[src/pic_pkg.sv]
`timescale 1ns / 1ps

package pic_pkg;

  localparam int NUM_LINES = 8;
  localparam int LEVEL_W   = $clog2(NUM_LINES);

  // Request codes.
  localparam logic [1:0] CMD_WRITE = 2'd0;
  localparam logic [1:0] CMD_READ  = 2'd1;
  localparam logic [1:0] CMD_LINES = 2'd2;
  localparam logic [1:0] CMD_ACK   = 2'd3;

  // Bit positions of the A0=0 write byte.
  localparam int ICW1_BIT    = 4;
  localparam int OCW3_BIT    = 3;
  localparam int OCW3_RR_BIT = 1;
  localparam int OCW3_RIS_BIT = 0;
  localparam int ICW4_BIT    = 0;

  // OCW2 command codes in bits 7..5.
  localparam logic [2:0] OCW2_EOI_NONSPEC = 3'd1;
  localparam logic [2:0] OCW2_EOI_SPEC    = 3'd3;

  localparam logic [7:0] MASK_RESET  = 8'hFF;
  localparam logic [7:0] VECTOR_MASK = 8'hF8;

  // Initialization steps.
  localparam logic [1:0] STEP_ICW1 = 2'd0;
  localparam logic [1:0] STEP_ICW2 = 2'd1;
  localparam logic [1:0] STEP_DONE_NO_ICW4 = 2'd2;
  localparam logic [1:0] STEP_DONE_ICW4    = 2'd3;

  typedef struct packed {
    logic               found;
    logic [LEVEL_W-1:0] level;
  } prio_t;

endpackage

[src/pic_if.sv]
`timescale 1ns / 1ps

interface pic_in_if;
  logic       valid;
  logic       ready;
  logic [1:0] command;
  logic       addr_bit;
  logic [7:0] write_data;
  logic [7:0] ir_lines;

  modport source (output valid, command, addr_bit, write_data, ir_lines, input ready);
  modport sink   (input valid, command, addr_bit, write_data, ir_lines, output ready);
endinterface

interface pic_out_if;
  logic       valid;
  logic       ready;
  logic [7:0] read_data;
  logic       int_request;
  logic       vector_valid;
  logic [7:0] vector_byte;

  modport source (output valid, read_data, int_request, vector_valid, vector_byte,
                  input ready);
  modport sink   (input valid, read_data, int_request, vector_valid, vector_byte,
                  output ready);
endinterface

[src/programmable_interrupt_controller_core.sv]
`timescale 1ns / 1ps
// Channel  | Modport      | Moves
// in_ch    | sink         | bus write, bus read, request line level, acknowledge
// out_ch   | source       | read data, interrupt level, vector valid, vector byte
//
// A request is taken at the edge where in_ch.valid and in_ch.ready are both high, and its
// result is loaded into the output register at that same edge, so it is offered in the next
// cycle; a new request may be accepted every cycle while the output is not stalled.
// The result is set by one priority encoder pass in front of the output register.
// Reset (rst_n low, synchronous) clears all controller state; the mask is all ones.
// A stalled output holds its result and stops new requests until it is taken.

module programmable_interrupt_controller_core (
  input  logic             clk,
  input  logic             rst_n,
  pic_in_if.sink           in_ch,
  pic_out_if.source        out_ch
);

  logic [7:0] request_r, request_nxt;
  logic [7:0] in_service_r, in_service_nxt;
  logic [7:0] mask_r, mask_nxt;
  logic       icw4_r, icw4_nxt;
  logic [7:0] vector_base_r, vector_base_nxt;
  logic [1:0] init_step_r, init_step_nxt;
  logic       init_done_r, init_done_nxt;
  logic       status_sel_r, status_sel_nxt;
  logic [7:0] prev_lines_r, prev_lines_nxt;
  logic       int_level_r, int_level_nxt;

  logic       out_valid_r;
  logic [7:0] read_data_r, read_data_nxt;
  logic       vector_valid_r, vector_valid_nxt;
  logic [7:0] vector_byte_r, vector_byte_nxt;

  logic       accept;
  logic       evaluate;
  logic [7:0] wdata;

  pic_pkg::prio_t ack_best, req_best, svc_best;

  pic_prio u_ack_prio (.bits(request_r & ~mask_r), .best(ack_best));
  pic_prio u_req_prio (.bits(request_nxt & ~mask_nxt), .best(req_best));
  pic_prio u_svc_prio (.bits(in_service_nxt), .best(svc_best));

  assign in_ch.ready = !out_valid_r || out_ch.ready;
  assign accept      = in_ch.valid && in_ch.ready;
  assign wdata       = in_ch.write_data;

  always_comb begin
    request_nxt      = request_r;
    in_service_nxt   = in_service_r;
    mask_nxt         = mask_r;
    icw4_nxt         = icw4_r;
    vector_base_nxt  = vector_base_r;
    init_step_nxt    = init_step_r;
    init_done_nxt    = init_done_r;
    status_sel_nxt   = status_sel_r;
    prev_lines_nxt   = prev_lines_r;
    evaluate         = 1'b0;
    read_data_nxt    = '0;
    vector_valid_nxt = 1'b0;
    vector_byte_nxt  = '0;
    int_level_nxt    = int_level_r;

    case (in_ch.command)
      pic_pkg::CMD_WRITE: begin
        if (!in_ch.addr_bit) begin
          if (wdata[pic_pkg::ICW1_BIT]) begin
            icw4_nxt       = wdata[pic_pkg::ICW4_BIT];
            init_step_nxt  = pic_pkg::STEP_ICW2;
            init_done_nxt  = 1'b0;
            mask_nxt       = '0;
            in_service_nxt = '0;
            request_nxt    = '0;
            status_sel_nxt = 1'b0;
            int_level_nxt  = 1'b0;
          end else if (wdata[pic_pkg::OCW3_BIT]) begin
            if (wdata[pic_pkg::OCW3_RR_BIT]) begin
              status_sel_nxt = wdata[pic_pkg::OCW3_RIS_BIT];
            end
          end else begin
            case (wdata[7:5])
              pic_pkg::OCW2_EOI_NONSPEC: begin
                in_service_nxt = in_service_r & (in_service_r - 8'd1);
              end
              pic_pkg::OCW2_EOI_SPEC: begin
                in_service_nxt = in_service_r & ~(8'd1 << wdata[2:0]);
              end
              default: begin
                in_service_nxt = in_service_r;
              end
            endcase
            evaluate = 1'b1;
          end
        end else if (!init_done_r) begin
          if (init_step_r == pic_pkg::STEP_ICW1) begin
            icw4_nxt = wdata[pic_pkg::ICW4_BIT];
          end else if (init_step_r == pic_pkg::STEP_ICW2) begin
            vector_base_nxt = wdata;
          end
          init_step_nxt = init_step_r + 2'd1;
          if ((init_step_nxt == pic_pkg::STEP_DONE_NO_ICW4 && !icw4_nxt) ||
              (init_step_nxt == pic_pkg::STEP_DONE_ICW4 && icw4_nxt)) begin
            init_done_nxt = 1'b1;
          end
        end else begin
          mask_nxt = wdata;
          evaluate = 1'b1;
        end
      end
      pic_pkg::CMD_READ: begin
        if (in_ch.addr_bit) begin
          read_data_nxt = mask_r;
        end else begin
          read_data_nxt = status_sel_r ? in_service_r : request_r;
        end
      end
      pic_pkg::CMD_LINES: begin
        request_nxt    = request_r | (in_ch.ir_lines & ~prev_lines_r);
        prev_lines_nxt = in_ch.ir_lines;
        evaluate       = 1'b1;
      end
      pic_pkg::CMD_ACK: begin
        if (ack_best.found) begin
          in_service_nxt   = in_service_r | (8'd1 << ack_best.level);
          request_nxt      = request_r & ~(8'd1 << ack_best.level);
          vector_valid_nxt = 1'b1;
          vector_byte_nxt  = (vector_base_r & pic_pkg::VECTOR_MASK) | 8'(ack_best.level);
        end
        int_level_nxt = 1'b0;
      end
      default: begin
        evaluate = 1'b0;
      end
    endcase

    if (evaluate) begin
      int_level_nxt = req_best.found &&
                      (!svc_best.found || (req_best.level < svc_best.level));
    end
  end

  always_ff @(posedge clk) begin
    if (!rst_n) begin
      request_r     <= '0;
      in_service_r  <= '0;
      mask_r        <= pic_pkg::MASK_RESET;
      icw4_r        <= 1'b0;
      vector_base_r <= '0;
      init_step_r   <= pic_pkg::STEP_ICW1;
      init_done_r   <= 1'b0;
      status_sel_r  <= 1'b0;
      prev_lines_r  <= '0;
      int_level_r   <= 1'b0;
      out_valid_r   <= 1'b0;
    end else begin
      if (accept) begin
        request_r     <= request_nxt;
        in_service_r  <= in_service_nxt;
        mask_r        <= mask_nxt;
        icw4_r        <= icw4_nxt;
        vector_base_r <= vector_base_nxt;
        init_step_r   <= init_step_nxt;
        init_done_r   <= init_done_nxt;
        status_sel_r  <= status_sel_nxt;
        prev_lines_r  <= prev_lines_nxt;
        int_level_r   <= int_level_nxt;
        out_valid_r   <= 1'b1;
      end else if (out_ch.ready) begin
        out_valid_r <= 1'b0;
      end
    end
  end

  always_ff @(posedge clk) begin
    if (accept) begin
      read_data_r    <= read_data_nxt;
      vector_valid_r <= vector_valid_nxt;
      vector_byte_r  <= vector_byte_nxt;
    end
  end

  assign out_ch.valid        = out_valid_r;
  assign out_ch.read_data    = read_data_r;
  assign out_ch.int_request  = int_level_r;
  assign out_ch.vector_valid = vector_valid_r;
  assign out_ch.vector_byte  = vector_byte_r;

endmodule

[src/pic_prio.sv]
`timescale 1ns / 1ps

module pic_prio (
  input  logic [pic_pkg::NUM_LINES-1:0] bits,
  output pic_pkg::prio_t                best
);

  always_comb begin
    best = '0;
    for (int i = pic_pkg::NUM_LINES - 1; i >= 0; i--) begin
      if (bits[i]) begin
        best.found = 1'b1;
        best.level = pic_pkg::LEVEL_W'(i);
      end
    end
  end

endmodule

[src/flat_wrapper.sv]
// flat-port wrapper written by rule: the top's interface ports become plain ports
module programmable_interrupt_controller_core_flat 
  (clk, rst_n, in_ch_valid, in_ch_command, in_ch_addr_bit, in_ch_write_data, in_ch_ir_lines, in_ch_ready, out_ch_valid, out_ch_read_data, out_ch_int_request, out_ch_vector_valid, out_ch_vector_byte, out_ch_ready);
  pic_in_if in_ch_i ();
  pic_out_if out_ch_i ();
  input  logic clk;
  input  logic rst_n;
  input wire logic [$bits(in_ch_i.valid)-1:0] in_ch_valid;
  input wire logic [$bits(in_ch_i.command)-1:0] in_ch_command;
  input wire logic [$bits(in_ch_i.addr_bit)-1:0] in_ch_addr_bit;
  input wire logic [$bits(in_ch_i.write_data)-1:0] in_ch_write_data;
  input wire logic [$bits(in_ch_i.ir_lines)-1:0] in_ch_ir_lines;
  output wire logic [$bits(in_ch_i.ready)-1:0] in_ch_ready;
  output wire logic [$bits(out_ch_i.valid)-1:0] out_ch_valid;
  output wire logic [$bits(out_ch_i.read_data)-1:0] out_ch_read_data;
  output wire logic [$bits(out_ch_i.int_request)-1:0] out_ch_int_request;
  output wire logic [$bits(out_ch_i.vector_valid)-1:0] out_ch_vector_valid;
  output wire logic [$bits(out_ch_i.vector_byte)-1:0] out_ch_vector_byte;
  input wire logic [$bits(out_ch_i.ready)-1:0] out_ch_ready;
  assign in_ch_i.valid = in_ch_valid;
  assign in_ch_i.command = in_ch_command;
  assign in_ch_i.addr_bit = in_ch_addr_bit;
  assign in_ch_i.write_data = in_ch_write_data;
  assign in_ch_i.ir_lines = in_ch_ir_lines;
  assign in_ch_ready = in_ch_i.ready;
  assign out_ch_valid = out_ch_i.valid;
  assign out_ch_read_data = out_ch_i.read_data;
  assign out_ch_int_request = out_ch_i.int_request;
  assign out_ch_vector_valid = out_ch_i.vector_valid;
  assign out_ch_vector_byte = out_ch_i.vector_byte;
  assign out_ch_i.ready = out_ch_ready;
  programmable_interrupt_controller_core u_core (.clk(clk), .rst_n(rst_n), .in_ch(in_ch_i), .out_ch(out_ch_i));
endmodule
[config.mk]
export PLATFORM = sky130hd
export DESIGN_NAME = programmable_interrupt_controller_core_flat
export DESIGN_NICKNAME = d
export VERILOG_FILES = /design/src/pic_pkg.sv /design/src/pic_if.sv /design/src/programmable_interrupt_controller_core.sv /design/src/pic_prio.sv /design/src/flat_wrapper.sv
export SDC_FILE = /design/constraint.sdc
export NUM_CORES = 1
export LEC_CHECK = 0
export BUFFER_PORTS_ARGS = -buffer_cell sky130_fd_sc_hd__buf_4
export CAP_MARGIN = 20
export CORE_MARGIN = 2
export CORE_UTILIZATION = 40
export DETAILED_ROUTE_END_ITERATION = 7
export PLACE_DENSITY = 0.58
export SYNTH_ARGS = -nofsm -noshare
export SYNTH_HDL_FRONTEND = slang
export SYNTH_HIERARCHICAL = 1
export SYNTH_SLANG_ARGS = --single-unit
[constraint.sdc]
create_clock -name clk -period 3.05 [get_ports clk]
set_input_delay 0 -clock clk [delete_from_list [all_inputs] [get_ports clk]]
set_output_delay 0 -clock clk [all_outputs]
set_load 0.01 [all_outputs]
Word level (Yosys, flattened, before mapping)
Cells that the tools add are included.
{ "op_classes": {"n_addsub": 2, "mul": 0, "div_mod_pow": 0, "order_cmp": 1, "eq_ne": 11, "shift": 2, "muxes": 68, "bitwise": 17, "reduce_logical": 24} }
{ "op_table": {"columns": ["op", "n"], "rows": [
  ["8-bit 2-to-1 mux", 13],
  ["4-bit 2-to-1 mux", 24],
  ["8-bit bitwise AND", 6],
  ["8-bit inverter", 5],
  ["8-bit one-hot mux with 2 select lines", 2],
  ["8-bit one-hot mux with 3 select lines", 1],
  ["1-bit 2-to-1 mux", 23],
  ["8-bit bitwise OR", 2],
  ["1-bit by 3-bit left shift with 8-bit output, first input constant", 2],
  ["2-bit equality test, second input constant", 4],
  ["8-bit by 3-bit bitwise OR with 8-bit output", 1],
  ["4-bit AND reduction", 2],
  ["2-bit nonzero test", 4],
  ["8-bit by 1-bit subtractor with 8-bit output, second input constant", 1],
  ["2-bit 2-to-1 mux", 3],
  ["3-bit by 2-bit != test with 1-bit output, second input constant", 2],
  ["6-bit AND reduction", 1],
  ["5-bit AND reduction", 1],
  ["2-bit by 1-bit equality test with 1-bit output, second input constant", 2],
  ["1-bit logical AND", 4],
  ["2-bit zero test", 2],
  ["1-bit one-hot mux with 2 select lines", 2],
  ["2-bit AND reduction", 2],
  ["3-bit by 1-bit equality test with 1-bit output, second input constant", 1],
  ["other kinds (9)", 15]
]} }
{ "word_totals": {"reg_bits": 64, "latchBits": 0, "ram_bits": 0, "rom_bits": 0, "output_inout_bits": 20, "word_cells": 139, "memories": 0} }

Logic depth before layout (Yosys ltp)
{ "logic_depth": {"word_depth": 28, "ltp_mapped": 17, "ltp_nobuf": 17} }

Modules after synthesis
The synthesis kept the hierarchy.
{ "modules_own_cells": {"columns": ["mod", "instances", "cells_per_inst", "area_per_inst_um2", "seq_area_each_um2"], "rows": [
  ["programmable_interrupt_controller_core", 1, 402, 3474.6, 1391.3],
  ["pic_prio", 3, 14, 82.6, 0.0]
]} }

Worst setup path after synthesis
OpenSTA, ideal clock, no wires.
{ "synth_path": {"path_type": "register to register", "startpoint": "register u_core.request_r[7]", "endpoint": "register u_core.int_level_r (netlist: u_core/out_ch.int_request)", "setup_time_ns": 0.075, "arrival_ns": 3.209, "required_ns": 2.975, "setup_slack_ns": -0.234, "stages_incl_launch_ff": 15, "n_path_buf": 0, "synth_period_minus_slack_ns": 3.284, "cell_sequence": "dfxtp_1 > nor2b_1 > a21oi_1 > o41ai_1 > and3b_1 > a21boi_0 > o22ai_1 > a221oi_1 > nor4_2 > and3b_1 > ha_1 > o21ai_0 > a21oi_1 > or3_1 > o22ai_1"} }
{ "synth_rtl": {"columns": ["element", "line_no", "source"], "rows": [
  ["from (decl)", "programmable_interrupt_controller_core.sv:20", "logic [7:0] request_r, request_nxt;"],
  ["from (signal assigned)", "programmable_interrupt_controller_core.sv:159", "request_r <= request_nxt;"],
  ["to (signal assigned)", "programmable_interrupt_controller_core.sv:168", "int_level_r <= int_level_nxt;"],
  ["to (decl)", "programmable_interrupt_controller_core.sv:29", "logic int_level_r, int_level_nxt;"]
]} }

==> results.toml <==
[status]
outcome = "finished, violations left"
failed_checks = "negative setup slack"

[clocking]
clkSinkCount = 61
clk_pin_slew_ns = 0.07
clock_latency_at_the_later_pin_of_the_worst_skew_pair_ns = 0.35
h_tree_levels = 3
max-clock-path-buffers = 2
tritoncts.num_buffers = 9
clock-root-buffer = "sky130_fd_sc_hd__clkbuf_8"
tritoncts = "done"

[hold_path]
min-delay-path-class = "in -> reg"

[worst_setup_path]
worst-endpoint-required_ns = 3.29
setup.worst_path.class = "reg -> reg"
critPathLaunchType = "flip-flop"
worst-path-max-fanout = 6
critical_path.endpoint_type = "flip-flop"
worst_ep_arrival_time_ns = 3.39

[global_route]
grt_use_total = 0.2491
grt_max_degree = 34
antenna_found_initial = 0
grt_pass1_vias = 3733
grt_pass1_wl_mm = 19.13
global_route.overflow_total = 0

[route]
vias = 3852
drt_first_pass_iters = 4
top_layer = "met4"
detailroute.wirelength.met3_um = 693
wire_per_inst_um = 17.74
ant_nets = 0
drtIter0Drc = 287
wl_mm = 11.96
met2_wirelength_mm = 5.717
drc = 0
route.detailed.vias_per_inst = 5.715
route.layer.met1.wl_mm = 5.093

[sta]
report.final.setup_viol = 1
rsz_0062_raised_after_global_routing = "yes"
fmaxAchievable_mhz = 317.7
worstMarginPinSlew_ns = 0.5627
slew-limit-headroom = 0.6244
holdWs_ns = 0.04521
period_needed_ns = 3.148
hold_violations = 0
final_min_period_over_clock_period = 1.032
drv_slew = 0
skew_ns = 0.01323
setup_ws_ns = -0.09790

[flow_run]
cap_viol_max_count = 0

[cells_and_area]
area_overhead_of_the_layout_relative_to_synthesis_pct = 39.53
final_core_utilization = 0.5675
layout_common_cells = "sky130_fd_sc_hd__buf_4 (109), sky130_fd_sc_hd__dfxtp_1 (41), sky130_fd_sc_hd__nand2_1 (39), sky130_fd_sc_hd__nor2_1 (33), sky130_fd_sc_hd__a21oi_1 (29)"
mostFrequentLayoutCell = "sky130_fd_sc_hd__buf_4"
nets = 592
antenna_cells_inserted = 0
drive_above_1_share = 0.3268

[place]
dp.final_hpwl_mm = 8.368
place.gp.congestion = 0.9145
io_buffers = 42
dp_slack_ns = -0.3056

[logic_synthesis]
postSynthCellCount = 444
synthesis.area_um2 = 3722
synthDominantAreaCellType = "sky130_fd_sc_hd__dfxtp_1"
yosysSeqAreaShare = 0.3738
synth.yosys.warnings = 6
ys_seq_elements = 61
yosys.cell_types.count = 56
syn_nets = 478
synth_top_cells_by_area = "sky130_fd_sc_hd__dfxtp_1 (24%), sky130_fd_sc_hd__edfxtp_1 (14%), sky130_fd_sc_hd__a21oi_1 (4.7%)"
ys_dominant_reg_cell = "sky130_fd_sc_hd__dfxtp_1"
synthDominantCellAreaShare = 0.2366
mean_syn_cell_area_um2 = 8.384
asyncSetResetFlopFracSynth = 0
synth-edff-count = 17

[power]
vdd_drop_max_mv = 0.1904
finalPower_mw = 1.980
leakage_nw = 2.129
power_per_cell_area_nw_per_um2 = 381.2

[floorplanning]
pin_count = 43
die_height_um = 100.5
placement_rows = 35
core_area_um2 = 9153
fp.dieW_um = 100.5
initial_util = 0.4067
total_die_area_um2 = 10090
## power breakdown
group | internal, mW | leakage [nW] | switching, mW
clock network | 0.398 | 0.0964 | 0.332
logic | 0.166 | 1.50 | 0.202
registers | 0.861 | 0.530 | 0.0204
total | 1.42 | 2.13 | 0.555
## kinds of logic after synthesis
kind of cell	Yosys count	synth area share
simple gates	186	0.2861
flops	61	0.3738
compound gates	125	0.2084
buf+inv	44	0.04907
fa+ha+maj	11	0.03697
mux	17	0.04571
## registers in the layout, summed over array words and instances, names as in the netlist
name / flops
u_core/init_done_r: 1
u_core/vector_base_r: 5
u_core/out_ch.read_data: 8
u_core/request_r: 8
u_core/status_sel_r: 1
u_core/prev_lines_r: 8
u_core/mask_r: 8
u_core/init_step_r: 2
u_core/out_ch.valid: 1
u_core/out_ch.int_request: 1
u_core/icw4_r: 1
u_core/in_service_r: 8
u_core/out_ch.vector_byte: 8
u_core/out_ch.vector_valid: 1
## Yosys cell counts, drive strengths merged, types with 4 or more instances
cell / number
a21boi: 8
a21oi: 35
a221o: 7
a221oi: 7
a31oi: 4
and2: 11
and3: 12
and3b: 6
buf: 9
clkbuf: 15
dfxtp: 44
edfxtp: 17
ha: 11
inv: 20
mux2i: 17
nand2: 41
nand2b: 7
nand3: 22
nor2: 36
nor2b: 12
nor3: 11
nor3b: 11
nor4: 5
o211ai: 5
o21ai: 41
o22ai: 5
## path summary, 6_finish.rpt
kind / start / to / slack [ns] / depth (start not counted)
worst max-delay path: u_core/request_r[0] / u_core/out_ch.int_request / -0.1 / 17
worst max register to register: u_core/request_r[0] / u_core/out_ch.int_request / -0.1 / 17
worst min-delay path: out_ch_ready / u_core/out_ch.valid / 0.05 / 3
worst min register to register: u_core/prev_lines_r[7] / u_core/prev_lines_r[7] / 0.46 / 2
## metrics by stage
step,instances,cell area (um2),TNS (ns)
after global routing,674,5194,-0.2917
after global placement,631,4534,-0.2080
final,674,5194,-0.09790
after floorplan,444,3752,0
after detailed placement,631,4534,-0.3056
after CTS,670,5120,-0.04829
## worst max-delay path, stage by stage, from the launching register on
cell and delay (ns):
sky130_fd_sc_hd__dfxtp_1 0.32, sky130_fd_sc_hd__nor2b_4 0.14, sky130_fd_sc_hd__nor2_1 0.24, sky130_fd_sc_hd__and3b_2 0.30, sky130_fd_sc_hd__and3b_2 0.24, sky130_fd_sc_hd__inv_2 0.05, sky130_fd_sc_hd__o21ai_2 0.12, sky130_fd_sc_hd__o2bb2ai_2 0.14
sky130_fd_sc_hd__a221oi_2 0.06, sky130_fd_sc_hd__buf_4 0.17, sky130_fd_sc_hd__buf_4 0.13, sky130_fd_sc_hd__buf_4 0.13, sky130_fd_sc_hd__buf_4 0.12, sky130_fd_sc_hd__o41ai_1 0.42, sky130_fd_sc_hd__o21ai_0 0.13, sky130_fd_sc_hd__a21oi_1 0.14
sky130_fd_sc_hd__or3_1 0.13, sky130_fd_sc_hd__o22ai_2 0.06
## cell type report
class / instances / area, um2
Multi-Input combinational cell: 339 / 2376
Fill cell: 845 / 3959
Inverter: 20 / 75.07
Tap cell: 111 / 138.9
Sequential cell: 61 / 1395
Clock buffer: 12 / 145.1
Timing Repair Buffer: 127 / 1016
Clock inverter: 4 / 47.55
## per-layer routing
| metal | vias to the layer above | track usage |
|---|---|---|
| met5 | - | 0 |
| met1 | 1811 | 0.3126 |
| met3 | 37 | 0.05479 |
| met4 | 0 | 0.1212 |
| li1 | 1847 | - |
| met2 | 157 | 0.4058 |
## timing repair
action / 4_1_cts / 5_1_grt
buffers inserted: 6 / 3
hold endpoints to repair: 25 / 0
hold buffers: 17 / 0
gates resized for setup: 47 / 8
pin swaps: 18 / 4
setup endpoints to repair: 1 / 1
(Power assumes the default switching activity.)
